### config.mk
export PLATFORM = sky130hd
export DESIGN_NAME = single_pass_dice_clusterer
export DESIGN_NICKNAME = d
export VERILOG_FILES = /design/src/rtl/spdc_pkg.sv /design/src/rtl/spdc_front.sv /design/src/rtl/spdc_queue.sv /design/src/rtl/spdc_back.sv /design/src/rtl/single_pass_dice_clusterer.sv
export SDC_FILE = /design/constraint.sdc
export NUM_CORES = 2
export LEC_CHECK = 0
export ABC_AREA = 1
export BUFFER_PORTS_ARGS = -buffer_cell sky130_fd_sc_hd__buf_2
export CORE_ASPECT_RATIO = 2
export CORE_MARGIN = 8
export CORE_UTILIZATION = 50
export CTS_BUF_LIST = sky130_fd_sc_hd__clkbuf_8 sky130_fd_sc_hd__clkbuf_16
export DETAILED_ROUTE_END_ITERATION = 7
export HOLD_SLACK_MARGIN = 0.05
export PLACE_DENSITY_LB_ADDON = 0.08
export SLEW_MARGIN = 15
export SYNTH_ARGS = -nofsm -noshare
export SYNTH_HDL_FRONTEND = slang
export SYNTH_SLANG_ARGS = --single-unit
### constraint.sdc
create_clock -name clk -period 13.3 [get_ports clk]
set_input_delay 3.99 -clock clk [delete_from_list [all_inputs] [get_ports clk]]
set_output_delay 3.99 -clock clk [all_outputs]
set_load 0.01 [all_outputs]
### src/rtl/spdc_pkg.sv
// Shared types, constants and functions of the Dice clusterer.
// Used by the front, queue, back and top-level modules.
package spdc_pkg;

  localparam int TERM_W           = 64;
  localparam int CNT_W            = 7;
  localparam int DOC_W            = 16;
  localparam int CIDX_W           = 4;
  localparam int THR_W            = 9;
  localparam int OUT_DATA_W       = 40;
  localparam int DEF_MAX_CLUSTERS = 16;
  localparam int DEF_VOCAB_BITS   = 64;
  localparam int QUEUE_DEPTH      = 2;
  localparam logic [THR_W-1:0] THR_RESET = 9'd128;

  typedef enum logic [1:0] {
    ST_JOINED  = 2'd0,
    ST_FOUNDED = 2'd1,
    ST_DROPPED = 2'd2
  } status_t;

  typedef enum logic [1:0] {
    BK_IDLE,
    BK_SCAN,
    BK_NEW
  } back_state_t;

  typedef struct packed {
    logic [TERM_W-1:0] terms;
    logic [CNT_W-1:0]  count;
    logic [DOC_W-1:0]  doc;
  } job_t;

  function automatic logic [3:0] popcount8(input logic [7:0] v);
    logic [1:0] pair [4];
    logic [2:0] quad [2];
    for (int i = 0; i < 4; i++) begin
      pair[i] = {1'b0, v[2*i]} + {1'b0, v[2*i+1]};
    end
    for (int i = 0; i < 2; i++) begin
      quad[i] = {1'b0, pair[2*i]} + {1'b0, pair[2*i+1]};
    end
    return {1'b0, quad[0]} + {1'b0, quad[1]};
  endfunction

  function automatic logic [CNT_W-1:0] popcount64(input logic [TERM_W-1:0] v);
    logic [3:0] s8  [8];
    logic [4:0] s16 [4];
    logic [5:0] s32 [2];
    for (int b = 0; b < 8; b++) begin
      s8[b] = popcount8(v[8*b +: 8]);
    end
    for (int i = 0; i < 4; i++) begin
      s16[i] = {1'b0, s8[2*i]} + {1'b0, s8[2*i+1]};
    end
    for (int i = 0; i < 2; i++) begin
      s32[i] = {1'b0, s16[2*i]} + {1'b0, s16[2*i+1]};
    end
    return {1'b0, s32[0]} + {1'b0, s32[1]};
  endfunction

endpackage

### src/rtl/spdc_front.sv
// Front part: accepts documents, masks them to the vocabulary, numbers and counts them.
// Depends on spdc_pkg; feeds the job queue.
module spdc_front #(
  parameter int VocabBits = spdc_pkg::DEF_VOCAB_BITS
) (
  input  logic                       clk,
  input  logic                       rst,
  input  logic                       in_valid,
  output logic                       in_ready,
  input  logic [spdc_pkg::TERM_W-1:0] in_terms,
  output logic                       q_valid,
  input  logic                       q_ready,
  output spdc_pkg::job_t             q_data
);
  import spdc_pkg::*;

  localparam logic [TERM_W-1:0] VocabMask = TERM_W'({VocabBits{1'b1}});

  logic              hold_valid;
  logic [TERM_W-1:0] hold_terms;
  logic [DOC_W-1:0]  hold_doc;
  logic [DOC_W-1:0]  doc_counter;
  logic              take;

  assign in_ready = !hold_valid || q_ready;
  assign take     = in_valid && in_ready;
  assign q_valid  = hold_valid;
  assign q_data   = '{terms: hold_terms, count: popcount64(hold_terms), doc: hold_doc};

  always_ff @(posedge clk) begin
    if (rst) begin
      hold_valid  <= 1'b0;
      doc_counter <= '0;
    end else begin
      if (take) begin
        hold_valid  <= 1'b1;
        doc_counter <= doc_counter + DOC_W'(1);
      end else if (q_ready) begin
        hold_valid <= 1'b0;
      end
    end
  end

  always_ff @(posedge clk) begin
    if (take) begin
      hold_terms <= in_terms & VocabMask;
      hold_doc   <= doc_counter;
    end
  end

endmodule

### src/rtl/spdc_queue.sv
// Short job queue between the front and back parts.
// Depends on spdc_pkg for the job type and depth.
module spdc_queue (
  input  logic           clk,
  input  logic           rst,
  input  logic           wr_valid,
  output logic           wr_ready,
  input  spdc_pkg::job_t wr_data,
  output logic           rd_valid,
  input  logic           rd_ready,
  output spdc_pkg::job_t rd_data
);
  import spdc_pkg::*;

  localparam int PtrW = (QUEUE_DEPTH > 1) ? $clog2(QUEUE_DEPTH) : 1;
  localparam int FillW = $clog2(QUEUE_DEPTH + 1);

  job_t             entries [QUEUE_DEPTH];
  logic [PtrW-1:0]  wr_ptr;
  logic [PtrW-1:0]  rd_ptr;
  logic [FillW-1:0] fill;
  logic             push;
  logic             pop;

  assign wr_ready = fill != FillW'(QUEUE_DEPTH);
  assign rd_valid = fill != '0;
  assign rd_data  = entries[rd_ptr];
  assign push     = wr_valid && wr_ready;
  assign pop      = rd_valid && rd_ready;

  always_ff @(posedge clk) begin
    if (rst) begin
      wr_ptr <= '0;
      rd_ptr <= '0;
      fill   <= '0;
    end else begin
      if (push) begin
        wr_ptr <= (wr_ptr == PtrW'(QUEUE_DEPTH - 1)) ? '0 : wr_ptr + PtrW'(1);
      end
      if (pop) begin
        rd_ptr <= (rd_ptr == PtrW'(QUEUE_DEPTH - 1)) ? '0 : rd_ptr + PtrW'(1);
      end
      if (push && !pop) begin
        fill <= fill + FillW'(1);
      end else if (pop && !push) begin
        fill <= fill - FillW'(1);
      end
    end
  end

  always_ff @(posedge clk) begin
    if (push) begin
      entries[wr_ptr] <= wr_data;
    end
  end

endmodule

### src/rtl/spdc_back.sv
// Back part: scans the table one entry per cycle unless stalled and issues the result.
// Depends on spdc_pkg; holds the representative memory and the output register.
module spdc_back #(
  parameter int MaxClusters = spdc_pkg::DEF_MAX_CLUSTERS,
  parameter int VocabBits   = spdc_pkg::DEF_VOCAB_BITS
) (
  input  logic                        clk,
  input  logic                        rst,
  input  logic [spdc_pkg::THR_W-1:0]  threshold,
  input  logic                        q_valid,
  output logic                        q_ready,
  input  spdc_pkg::job_t              q_data,
  output logic                        out_valid,
  input  logic                        out_ready,
  output logic [spdc_pkg::DOC_W-1:0]  out_doc,
  output logic [spdc_pkg::CIDX_W-1:0] out_cidx,
  output logic [spdc_pkg::DOC_W-1:0]  out_rep,
  output spdc_pkg::status_t           out_status
);
  import spdc_pkg::*;

  localparam int CntClW = $clog2(MaxClusters + 1);
  localparam int IdxW   = (MaxClusters > 1) ? $clog2(MaxClusters) : 1;
  localparam int TotW   = CNT_W + 1;
  localparam int ProdW  = THR_W + TotW;

  logic [VocabBits-1:0] mem_terms [MaxClusters];
  logic [CNT_W-1:0]     mem_count [MaxClusters];
  logic [DOC_W-1:0]     mem_doc   [MaxClusters];

  back_state_t          state, state_next;
  logic [CntClW-1:0]    scan_c, scan_c_next, scan_c_inc;
  logic [CntClW-1:0]    cluster_count;
  job_t                 cur;
  logic [VocabBits-1:0] rd_terms;
  logic [CNT_W-1:0]     rd_count;
  logic [DOC_W-1:0]     rd_doc;

  logic                 rd_en;
  logic [IdxW-1:0]      rd_addr;
  logic                 wr_en;
  logic                 load_out;
  logic [CIDX_W-1:0]    cidx_next;
  logic [DOC_W-1:0]     rep_next;
  status_t              status_next;
  logic                 out_free;
  logic                 last;
  logic                 meets;
  logic [CNT_W-1:0]     common;
  logic [TotW-1:0]      total;
  logic [ProdW-1:0]     lhs, rhs;

  assign common = popcount64(cur.terms & TERM_W'(rd_terms));
  assign total  = TotW'(cur.count) + TotW'(rd_count);
  assign lhs    = ProdW'({common, 9'b0});
  assign rhs    = ProdW'(threshold) * ProdW'(total);
  assign meets  = (total != '0) && (lhs >= rhs);

  assign out_free   = !out_valid || out_ready;
  assign scan_c_inc = scan_c + CntClW'(1);
  assign last       = scan_c_inc == cluster_count;

  always_comb begin
    state_next  = state;
    scan_c_next = scan_c;
    q_ready     = 1'b0;
    rd_en       = 1'b0;
    rd_addr     = '0;
    wr_en       = 1'b0;
    load_out    = 1'b0;
    cidx_next   = '0;
    rep_next    = '0;
    status_next = ST_DROPPED;
    unique case (state)
      BK_IDLE: begin
        q_ready = 1'b1;
        if (q_valid) begin
          rd_en       = 1'b1;
          scan_c_next = '0;
          state_next  = (cluster_count == '0) ? BK_NEW : BK_SCAN;
        end
      end
      BK_SCAN: begin
        if (out_free) begin
          if (meets) begin
            load_out    = 1'b1;
            cidx_next   = CIDX_W'(scan_c);
            rep_next    = rd_doc;
            status_next = ST_JOINED;
            state_next  = BK_IDLE;
          end else if (last) begin
            state_next = BK_NEW;
          end else begin
            rd_en       = 1'b1;
            rd_addr     = scan_c_inc[IdxW-1:0];
            scan_c_next = scan_c_inc;
          end
        end
      end
      BK_NEW: begin
        if (out_free) begin
          load_out   = 1'b1;
          state_next = BK_IDLE;
          if (cluster_count != CntClW'(MaxClusters)) begin
            wr_en       = 1'b1;
            cidx_next   = CIDX_W'(cluster_count);
            rep_next    = cur.doc;
            status_next = ST_FOUNDED;
          end
        end
      end
      default: state_next = BK_IDLE;
    endcase
  end

  always_ff @(posedge clk) begin
    if (rst) begin
      state         <= BK_IDLE;
      scan_c        <= '0;
      cluster_count <= '0;
      out_valid     <= 1'b0;
    end else begin
      state  <= state_next;
      scan_c <= scan_c_next;
      if (wr_en) begin
        cluster_count <= cluster_count + CntClW'(1);
      end
      if (load_out) begin
        out_valid <= 1'b1;
      end else if (out_ready) begin
        out_valid <= 1'b0;
      end
    end
  end

  always_ff @(posedge clk) begin
    if (q_valid && q_ready) begin
      cur <= q_data;
    end
    if (load_out) begin
      out_doc    <= cur.doc;
      out_cidx   <= cidx_next;
      out_rep    <= rep_next;
      out_status <= status_next;
    end
  end

  always_ff @(posedge clk) begin
    if (wr_en) begin
      mem_terms[cluster_count[IdxW-1:0]] <= cur.terms[VocabBits-1:0];
      mem_count[cluster_count[IdxW-1:0]] <= cur.count;
      mem_doc[cluster_count[IdxW-1:0]]   <= cur.doc;
    end
    if (rd_en) begin
      rd_terms <= mem_terms[rd_addr];
      rd_count <= mem_count[rd_addr];
      rd_doc   <= mem_doc[rd_addr];
    end
  end

endmodule

### src/rtl/single_pass_dice_clusterer.sv
// Single-pass leader clusterer that uses the Dice coefficient on term bitmaps.
// Every document is registered in the front part and then passes through a two-entry
// queue to the back part. The back part fetches the job, compares the representatives
// one by one, and takes a separate final step when the document founds a cluster
// or is dropped. The sustained rate comes from the table scan, which reads one
// representative from memory per cycle while the output is not stalled. Write the
// threshold only while the block is idle.
// Depends on spdc_pkg, spdc_front, spdc_queue and spdc_back.
module single_pass_dice_clusterer #(
  parameter int MAX_CLUSTERS = spdc_pkg::DEF_MAX_CLUSTERS,
  parameter int VOCAB_BITS   = spdc_pkg::DEF_VOCAB_BITS
) (
  input  logic                             clk,
  input  logic                             rst,
  input  logic                             cfg_valid,
  output logic                             cfg_ready,
  input  logic [spdc_pkg::THR_W-1:0]       cfg_data,       // similarity_threshold
  input  logic                             s_axis_tvalid,
  output logic                             s_axis_tready,
  input  logic [spdc_pkg::TERM_W-1:0]      s_axis_tdata,   // term_bits
  output logic                             m_axis_tvalid,
  input  logic                             m_axis_tready,
  // doc_index [15:0], cluster_index [19:16], representative_doc [35:20], zero pad
  output logic [spdc_pkg::OUT_DATA_W-1:0]  m_axis_tdata,
  output logic [1:0]                       m_axis_tuser    // status
);
  import spdc_pkg::*;

  logic [THR_W-1:0]  threshold;
  logic              fq_valid, fq_ready;
  job_t              fq_data;
  logic              qb_valid, qb_ready;
  job_t              qb_data;
  logic [DOC_W-1:0]  out_doc;
  logic [CIDX_W-1:0] out_cidx;
  logic [DOC_W-1:0]  out_rep;
  status_t           out_status;

  assign cfg_ready = 1'b1;

  always_ff @(posedge clk) begin
    if (rst) begin
      threshold <= THR_RESET;
    end else if (cfg_valid && cfg_ready) begin
      threshold <= cfg_data;
    end
  end

  spdc_front #(
    .VocabBits(VOCAB_BITS)
  ) u_front (
    .clk      (clk),
    .rst      (rst),
    .in_valid (s_axis_tvalid),
    .in_ready (s_axis_tready),
    .in_terms (s_axis_tdata),
    .q_valid  (fq_valid),
    .q_ready  (fq_ready),
    .q_data   (fq_data)
  );

  spdc_queue u_queue (
    .clk      (clk),
    .rst      (rst),
    .wr_valid (fq_valid),
    .wr_ready (fq_ready),
    .wr_data  (fq_data),
    .rd_valid (qb_valid),
    .rd_ready (qb_ready),
    .rd_data  (qb_data)
  );

  spdc_back #(
    .MaxClusters(MAX_CLUSTERS),
    .VocabBits  (VOCAB_BITS)
  ) u_back (
    .clk        (clk),
    .rst        (rst),
    .threshold  (threshold),
    .q_valid    (qb_valid),
    .q_ready    (qb_ready),
    .q_data     (qb_data),
    .out_valid  (m_axis_tvalid),
    .out_ready  (m_axis_tready),
    .out_doc    (out_doc),
    .out_cidx   (out_cidx),
    .out_rep    (out_rep),
    .out_status (out_status)
  );

  assign m_axis_tdata = {(OUT_DATA_W - 2 * DOC_W - CIDX_W)'(0), out_rep, out_cidx, out_doc};
  assign m_axis_tuser = out_status;

endmodule

; ---- After elaboration in Yosys (flattened, before gate mapping)
; Memories as Yosys holds them, arrays and structs flattened. A register that Yosys moved wholly into a read port is not among the register bits.
; Cells that the tools add are included.
[totals]
ff_bits = 161
latch_bits = 0
mem_bits_rw = 1566
rom_bits = 0
input_bits = 78
elab_cells = 246
memories = 4
[op_classes]
add_sub_neg = 134
mul = 1
div = 0
order_cmp = 1
eq_ne = 11
shifts = 0
n_mux = 56
bitwise_logic = 1
n_reduce_logical = 22
[mem_list]
columns = memory, depth, word_bits, rd, rd_ports_with_merged_regs, write_ports, line
row1 = u_back.mem_terms, 16, 64, 1, 1, 1, spdc_back.sv:27  ; logic [VocabBits-1:0] mem_terms [MaxClusters];
row2 = u_back.mem_doc, 16, 16, 1, 1, 1, spdc_back.sv:29  ; logic [DOC_W-1:0] mem_doc [MaxClusters];
row3 = u_queue.entries, 2, 87, 1, 1, 1, spdc_queue.sv:18  ; job_t entries [QUEUE_DEPTH];
row4 = u_back.mem_count, 16, 7, 1, 1, 1, spdc_back.sv:28  ; logic [CNT_W-1:0] mem_count [MaxClusters];
[ops]
columns = op, count
row1 = adder 1 x 1 -> 2 bit, 64
row2 = adder 2 x 2 -> 3 bit, 32
row3 = adder 3 x 3 -> 4 bit, 16
row4 = AND 64 bit, 1
row5 = 2-to-1 mux 16 bit, 4
row6 = adder 4 x 4 -> 5 bit, 8
row7 = 2-to-1 mux 4 bit, 8
row8 = case mux 16 bit (2 select lines), 1
row9 = adder 5 x 5 -> 6 bit, 4
row10 = 2-to-1 mux 2 bit, 12
row11 = 2-to-1 mux 1 bit, 21
row12 = 2-to-1 mux 5 bit, 4
row13 = >= comparator 16 x 17 -> 1 bit, 1
row14 = multiplier 9 x 8 -> 17 bit, 1
row15 = "adder 16 x 1 -> 16 bit, second input constant", 1
row16 = adder 6 x 6 -> 7 bit, 2
row17 = "adder 5 x 1 -> 5 bit, second input constant", 2
row18 = case mux 5 bit (2 select lines), 1
row19 = nonzero test 2 bit, 5
row20 = adder 7 x 7 -> 8 bit, 1
row21 = case mux 4 bit (2 select lines), 1
row22 = nonzero test 8 bit, 1
row23 = logical AND 1 bit, 6
row24 = "!= test 2 x 1 -> 1 bit, second input constant", 3
row25 = other kinds (18), 26

; ---- Logic depth before layout (Yosys ltp)
[logic_depth]
word_depth = 13
depth_mapped = 45
mapped_depth_nobuf = 43

; ---- By module
; A second synthesis with hierarchy kept.
[unflattened]
cells_unflattened = 7128
hier_area_um2 = 83906.7
[modules_own_cells]
columns = module, instances, cells_per_inst, area_each_um2, seq_area_each_um2
row1 = spdc_back, 1, 6396, 71919.0, 48426.4
row2 = spdc_queue, 1, 308, 6637.6, 5325.1
row3 = spdc_front, 1, 361, 4923.5, 2742.6
row4 = single_pass_dice_clusterer, 1, 63, 426.7, 180.2

; ---- Worst setup path after synthesis
; No wires, ideal clock.
[synth_timing]
path_type = register to register
startpoint = register u_back.cur[86] (netlist name)
endpoint = register u_back.rd_count[0], read port of u_back.mem_count (enable)
t_arrival_ps = 8438
slack_ps = 4014
stages_incl_launch_ff = 34
n_path_buf = 0
period_less_slack_ps = 9286
cell_sequence = edfxtp_1 nand2_1 inv_1 fa_1 inv_1 fa_1 fa_1 fa_1 inv_1 fa_1 inv_1 fa_1 fa_1 fa_1 inv_1 ha_1 fa_1 nand3_1 and2_1 inv_1 a21oi_1 o21bai_1 ha_1 nand3_1 nor2_1 nand3_1 nor2_1 nand3_1 nand2_1 nand3_2 nand3_2 nor2_2 inv_2 nand2_1
[synth_between]
elab_chain_len = 12
elab_cells_between_ends = 15
[synth_rtl]
columns = item, line
row1 = AND 64 bit, spdc_back.sv:53  ; assign common = popcount64(cur.terms & TERM_W'(rd_terms));
row2 = adder 1 x 1 -> 2 bit, spdc_pkg.sv:38  ; pair[i] = {1'b0, v[2*i]} + {1'b0, v[2*i+1]};
row3 = adder 2 x 2 -> 3 bit, spdc_pkg.sv:41  ; quad[i] = {1'b0, pair[2*i]} + {1'b0, pair[2*i+1]};
row4 = adder 3 x 3 -> 4 bit, spdc_pkg.sv:43  ; return {1'b0, quad[0]} + {1'b0, quad[1]};
row5 = adder 4 x 4 -> 5 bit, spdc_pkg.sv:54  ; s16[i] = {1'b0, s8[2*i]} + {1'b0, s8[2*i+1]};
row6 = adder 5 x 5 -> 6 bit, spdc_pkg.sv:57  ; s32[i] = {1'b0, s16[2*i]} + {1'b0, s16[2*i+1]};
row7 = adder 6 x 6 -> 7 bit, spdc_pkg.sv:59  ; return {1'b0, s32[0]} + {1'b0, s32[1]};
row8 = >= comparator 16 x 17 -> 1 bit, spdc_back.sv:57  ; assign meets = (total != '0) && (lhs >= rhs);
row9 = logical AND 1 bit, spdc_back.sv:57
row10 = 2-to-1 mux 1 bit, spdc_back.sv:85  ; if (meets) begin
row11 = 2-to-1 mux 1 bit, spdc_back.sv:84  ; if (out_free) begin
row12 = case mux 1 bit (2 select lines), spdc_back.sv:74  ; unique case (state)
row13 = via u_back.rd_en, spdc_back.sv:39  ; logic rd_en;
row14 = end: declaration, spdc_back.sv:36  ; logic [CNT_W-1:0] rd_count;
; The timed path passes the listed nets, and every way through them passes these cells.
; A chain may end at the register's enable or synchronous reset.

; ---- Worst setup path in the final report
[layout_timing]
startpoint = register u_back.cur[74] (netlist name)
endpoint = register u_back.rd_terms[11], read port of u_back.mem_terms, data pin
[layout_between]
elab_chain_len = 12
elab_cells_between_ends = 15
[layout_rtl]
columns = item, line
row1 = AND 64 bit *, spdc_back.sv:53
row2 = adder 1 x 1 -> 2 bit *, spdc_pkg.sv:38
row3 = adder 2 x 2 -> 3 bit *, spdc_pkg.sv:41
row4 = adder 3 x 3 -> 4 bit *, spdc_pkg.sv:43
row5 = adder 4 x 4 -> 5 bit *, spdc_pkg.sv:54
row6 = adder 5 x 5 -> 6 bit *, spdc_pkg.sv:57
row7 = adder 6 x 6 -> 7 bit *, spdc_pkg.sv:59
row8 = >= comparator 16 x 17 -> 1 bit *, spdc_back.sv:57
row9 = logical AND 1 bit *, spdc_back.sv:57
row10 = 2-to-1 mux 1 bit / 2-to-1 mux 4 bit (equally long branches), spdc_back.sv:85
row11 = 2-to-1 mux 1 bit / 2-to-1 mux 4 bit (equally long branches), spdc_back.sv:84
row12 = case mux 1 bit (2 select lines) / 2-to-1 mux 4 bit (equally long branches), spdc_back.sv:74
row13 = end: declaration, spdc_back.sv:35  ; logic [VocabBits-1:0] rd_terms;
; Every way passes the cells marked *; elsewhere a longest branch is shown, timed or not.

==> impl_metrics.env <==
export IMPL_outcome="complete, no violations"
export IMPL_synth_top_area_share_pct=66.8
export IMPL_slew_headroom_pct=23.4
export IMPL_die_h_um=594
export IMPL_synthTopCellsByCount="nand2_1, edfxtp_1, inv_1"
export IMPL_clk_path_buf_depth=4
export IMPL_yosysTopAreaCell="edfxtp_1"
export IMPL_hp_class="flip-flop to flip-flop"
export IMPL_initial_core_util_pct=50.2
export IMPL_synth_seq_area_share_pct=67.8
export IMPL_post_route_period_util_pct=79.4
export IMPL_path_class="flip-flop to flip-flop"
export IMPL_grt_pass1_wl_mm=340
export IMPL_start_kind="flip-flop"
export IMPL_finalSetupViolCount=0
export IMPL_holdBufCountCts=0
export IMPL_synthDistinctLibCells=42
export IMPL_ys_warn_count=0
export IMPL_clock_root_buffer="clkbuf_16"
export IMPL_worst_slack_ps=2740
export IMPL_nNetsFinal=7936
export IMPL_critPathMaxStageDelay_ps=820
export IMPL_path_buf_inv=9
export IMPL_syn_avg_cell_area_um2=11.0
export IMPL_drtAntennaViolNets=0
export IMPL_portBuffers=117
export IMPL_die_area_um2=181000
export IMPL_cp_slowest_cell="nor2_4"
export IMPL_max_cap_viol_count=0
export IMPL_synth_edf_count=1858
export IMPL_io_pins=123
export IMPL_grt_pass1_vias=53000
export IMPL_dr_total_vias=53000
export IMPL_synth_seq_cells=1901
export IMPL_synthCells=7572
export IMPL_worst_path_most_repeated_cell="fa_1"
export IMPL_cp_max_fo=93
export IMPL_cts_setup_buffers=0
export IMPL_hold_viol=0
export IMPL_setup_tns_ps=0
export IMPL_nFillCells=14100
export IMPL_cts_sinks=1901
export IMPL_drc=0
export IMPL_finalMaxSlewViolations=0
export IMPL_drt_wirelength_per_cell_um=23.3
export IMPL_dp_hpwl_mm=122
export IMPL_avgViaCountPerCell=5.36
export IMPL_tightest_slew_ps=1150
export IMPL_dp_slack_ps=2750
export IMPL_core_area_um2=166000
export IMPL_cp_end_kind="flip-flop"
export IMPL_totalWireLength_mm=230
export IMPL_drive_gt1_share_pct=6.07
export IMPL_antenna_found_initial=1
export IMPL_post_synth_top_count_cell="nand2_1"
export IMPL_synth_area_leaders="edfxtp_1, nand2_1, nand3_1"
export IMPL_synthToLayoutAreaGrowth_pct=9.60
export IMPL_cts_clk_slew_worst_paths_ps=70
export IMPL_critPathTopFamily="adder cells"
export IMPL_routabilityCongestion=0.865
export IMPL_rows=212
export IMPL_numCtsBuffers=177
export IMPL_post_cts_resized=0
export IMPL_fin_crit_ps=10560
export IMPL_critPathRequiredTime_ps=13960
export IMPL_grt_setup_unrepaired="false"
export IMPL_clock_latency_ps=820
export IMPL_synthFlopType="edfxtp_1"
export IMPL_drt_iter0_markers=4786
export IMPL_syn_area_um2=83600
export IMPL_gr_total_overflow=0
export IMPL_worstPathArrival_ps=11220
export IMPL_clock_skew_ps=59.6
export IMPL_fmax_mhz=94.7
export IMPL_first_pass_iters=8
export IMPL_cts_tree="done"
export IMPL_grtUsageTotal_pct=25.0
export IMPL_dieWidth_um=305
export IMPL_h_tree_depth=4
export IMPL_grt_max_degree=186
export IMPL_synthArstFlopShare_pct=0
==> metrics by stage <==
stage | utilization, % | hold slack (ps) | area, um2 | instances
after floorplan | - | 408 | 83600 | 7575
after global placement | 51.8 | 422 | 86100 | 9576
after detailed placement | 51.8 | 434 | 86100 | 9576
after CTS | 55.1 | 450 | 91600 | 9886
after global routing | 55.1 | 451 | 91600 | 9888
final | 55.1 | 449 | 91600 | 9889
==> worst paths after layout <==
kind / startpoint / endpoint / slack [ps] / cells after the start
max: u_back.cur[74] / u_back.rd_terms[11] / 2740 / 38
min reg2reg: u_front.hold_doc[11] / u_queue.entries[1][11] / 450 / 0
min: u_front.hold_doc[11] / u_queue.entries[1][11] / 450 / 0
max reg2reg: u_back.cur[74] / u_back.rd_terms[11] / 2740 / 38
==> layout make-up <==
class	instances	area, um2	area share, %
tap	2140	2680	2.92
clock buffer	179	4480	4.89
clock inverter	131	935	1.02
sequential	1901	56700	61.9
inverter	1454	5490	5.99
antenna	2	5.00	0.00546
multi-input combinational	3893	19900	21.7
timing repair buffer	189	1450	1.58
==> registers in the layout (all words and copies together) (netlist names), 4 cells and up <==
register	count
u_back.mem_terms	1024
u_back.mem_doc	256
u_queue.entries	174
u_back.mem_count	112
u_back.cur	87
u_back.rd_terms	64
u_front.hold_terms	64
u_back.out_doc	16
u_back.out_rep	16
u_back.rd_doc	16
u_front.doc_counter	16
u_front.hold_doc	16
threshold	9
u_back.rd_count	7
u_back.cluster_count	5
u_back.scan_c	5
u_back.out_cidx	4
==> metal layers <==
metal	up-vias	part of all wire, %	global-route usage (%)
li1	24500	-	-
met1	26400	38	30.2
met2	1665	52	45.3
met3	453	5.3	2.57
met4	0	4.5	10.4
met5	-	0	0
==> cell families (layout without fill, tap and decap cells) <==
kind of cell,Yosys count,count (layout),share of synthesized area (%)
AOI/OAI and AO/OA,133,133,0.834
and+or+nand+nor,3490,3490,17.5
adders and majority gates,242,242,4.98
xor gates and xnor gates,23,23,0.241
buffers and inverters,1781,1953,8.60
other,2,7,0.00899
DFF,1901,1901,67.8
==> cell usage in the layout, fill, tap and decap left out, types with 2 or more instances in the layout <==
cell        Yosys  routed
diode_2         0       2
inv_2           9       5
buf_2         183     117
bufinv_16       0      13
fa_1          151     151
conb_1          2       5
a21oi_1        64      64
nor2_1        109      91
nand3_2         2       2
buf_4          45      46
nor3_1          9       9
dfxtp_1        43      42
xnor2_1         9       9
o21bai_1        3       3
nand2_4         1       3
nor2_4          1      20
ha_1           91      91
a211oi_1        3       3
clkinv_1        1      30
o21ai_0        56      56
inv_8           0       4
edfxtp_1     1858    1858
nand3_1      1137    1137
nor4_1          2       2
clkbuf_16       0     179
inv_1        1444    1488
nand2_2         5       5
buf_12          0      26
clkinv_2        0      29
nand3b_1        5       5
clkinvlp_4      0       4
nand2_1      2204    2202
nand4_1         7       7
xor2_1         14      14
a31oi_1         3       3
inv_6           0       8
inv_4           0       3
Power is not shown: default switching activity piles up to over one toggle a cycle in this logic, so the estimate is an artifact.
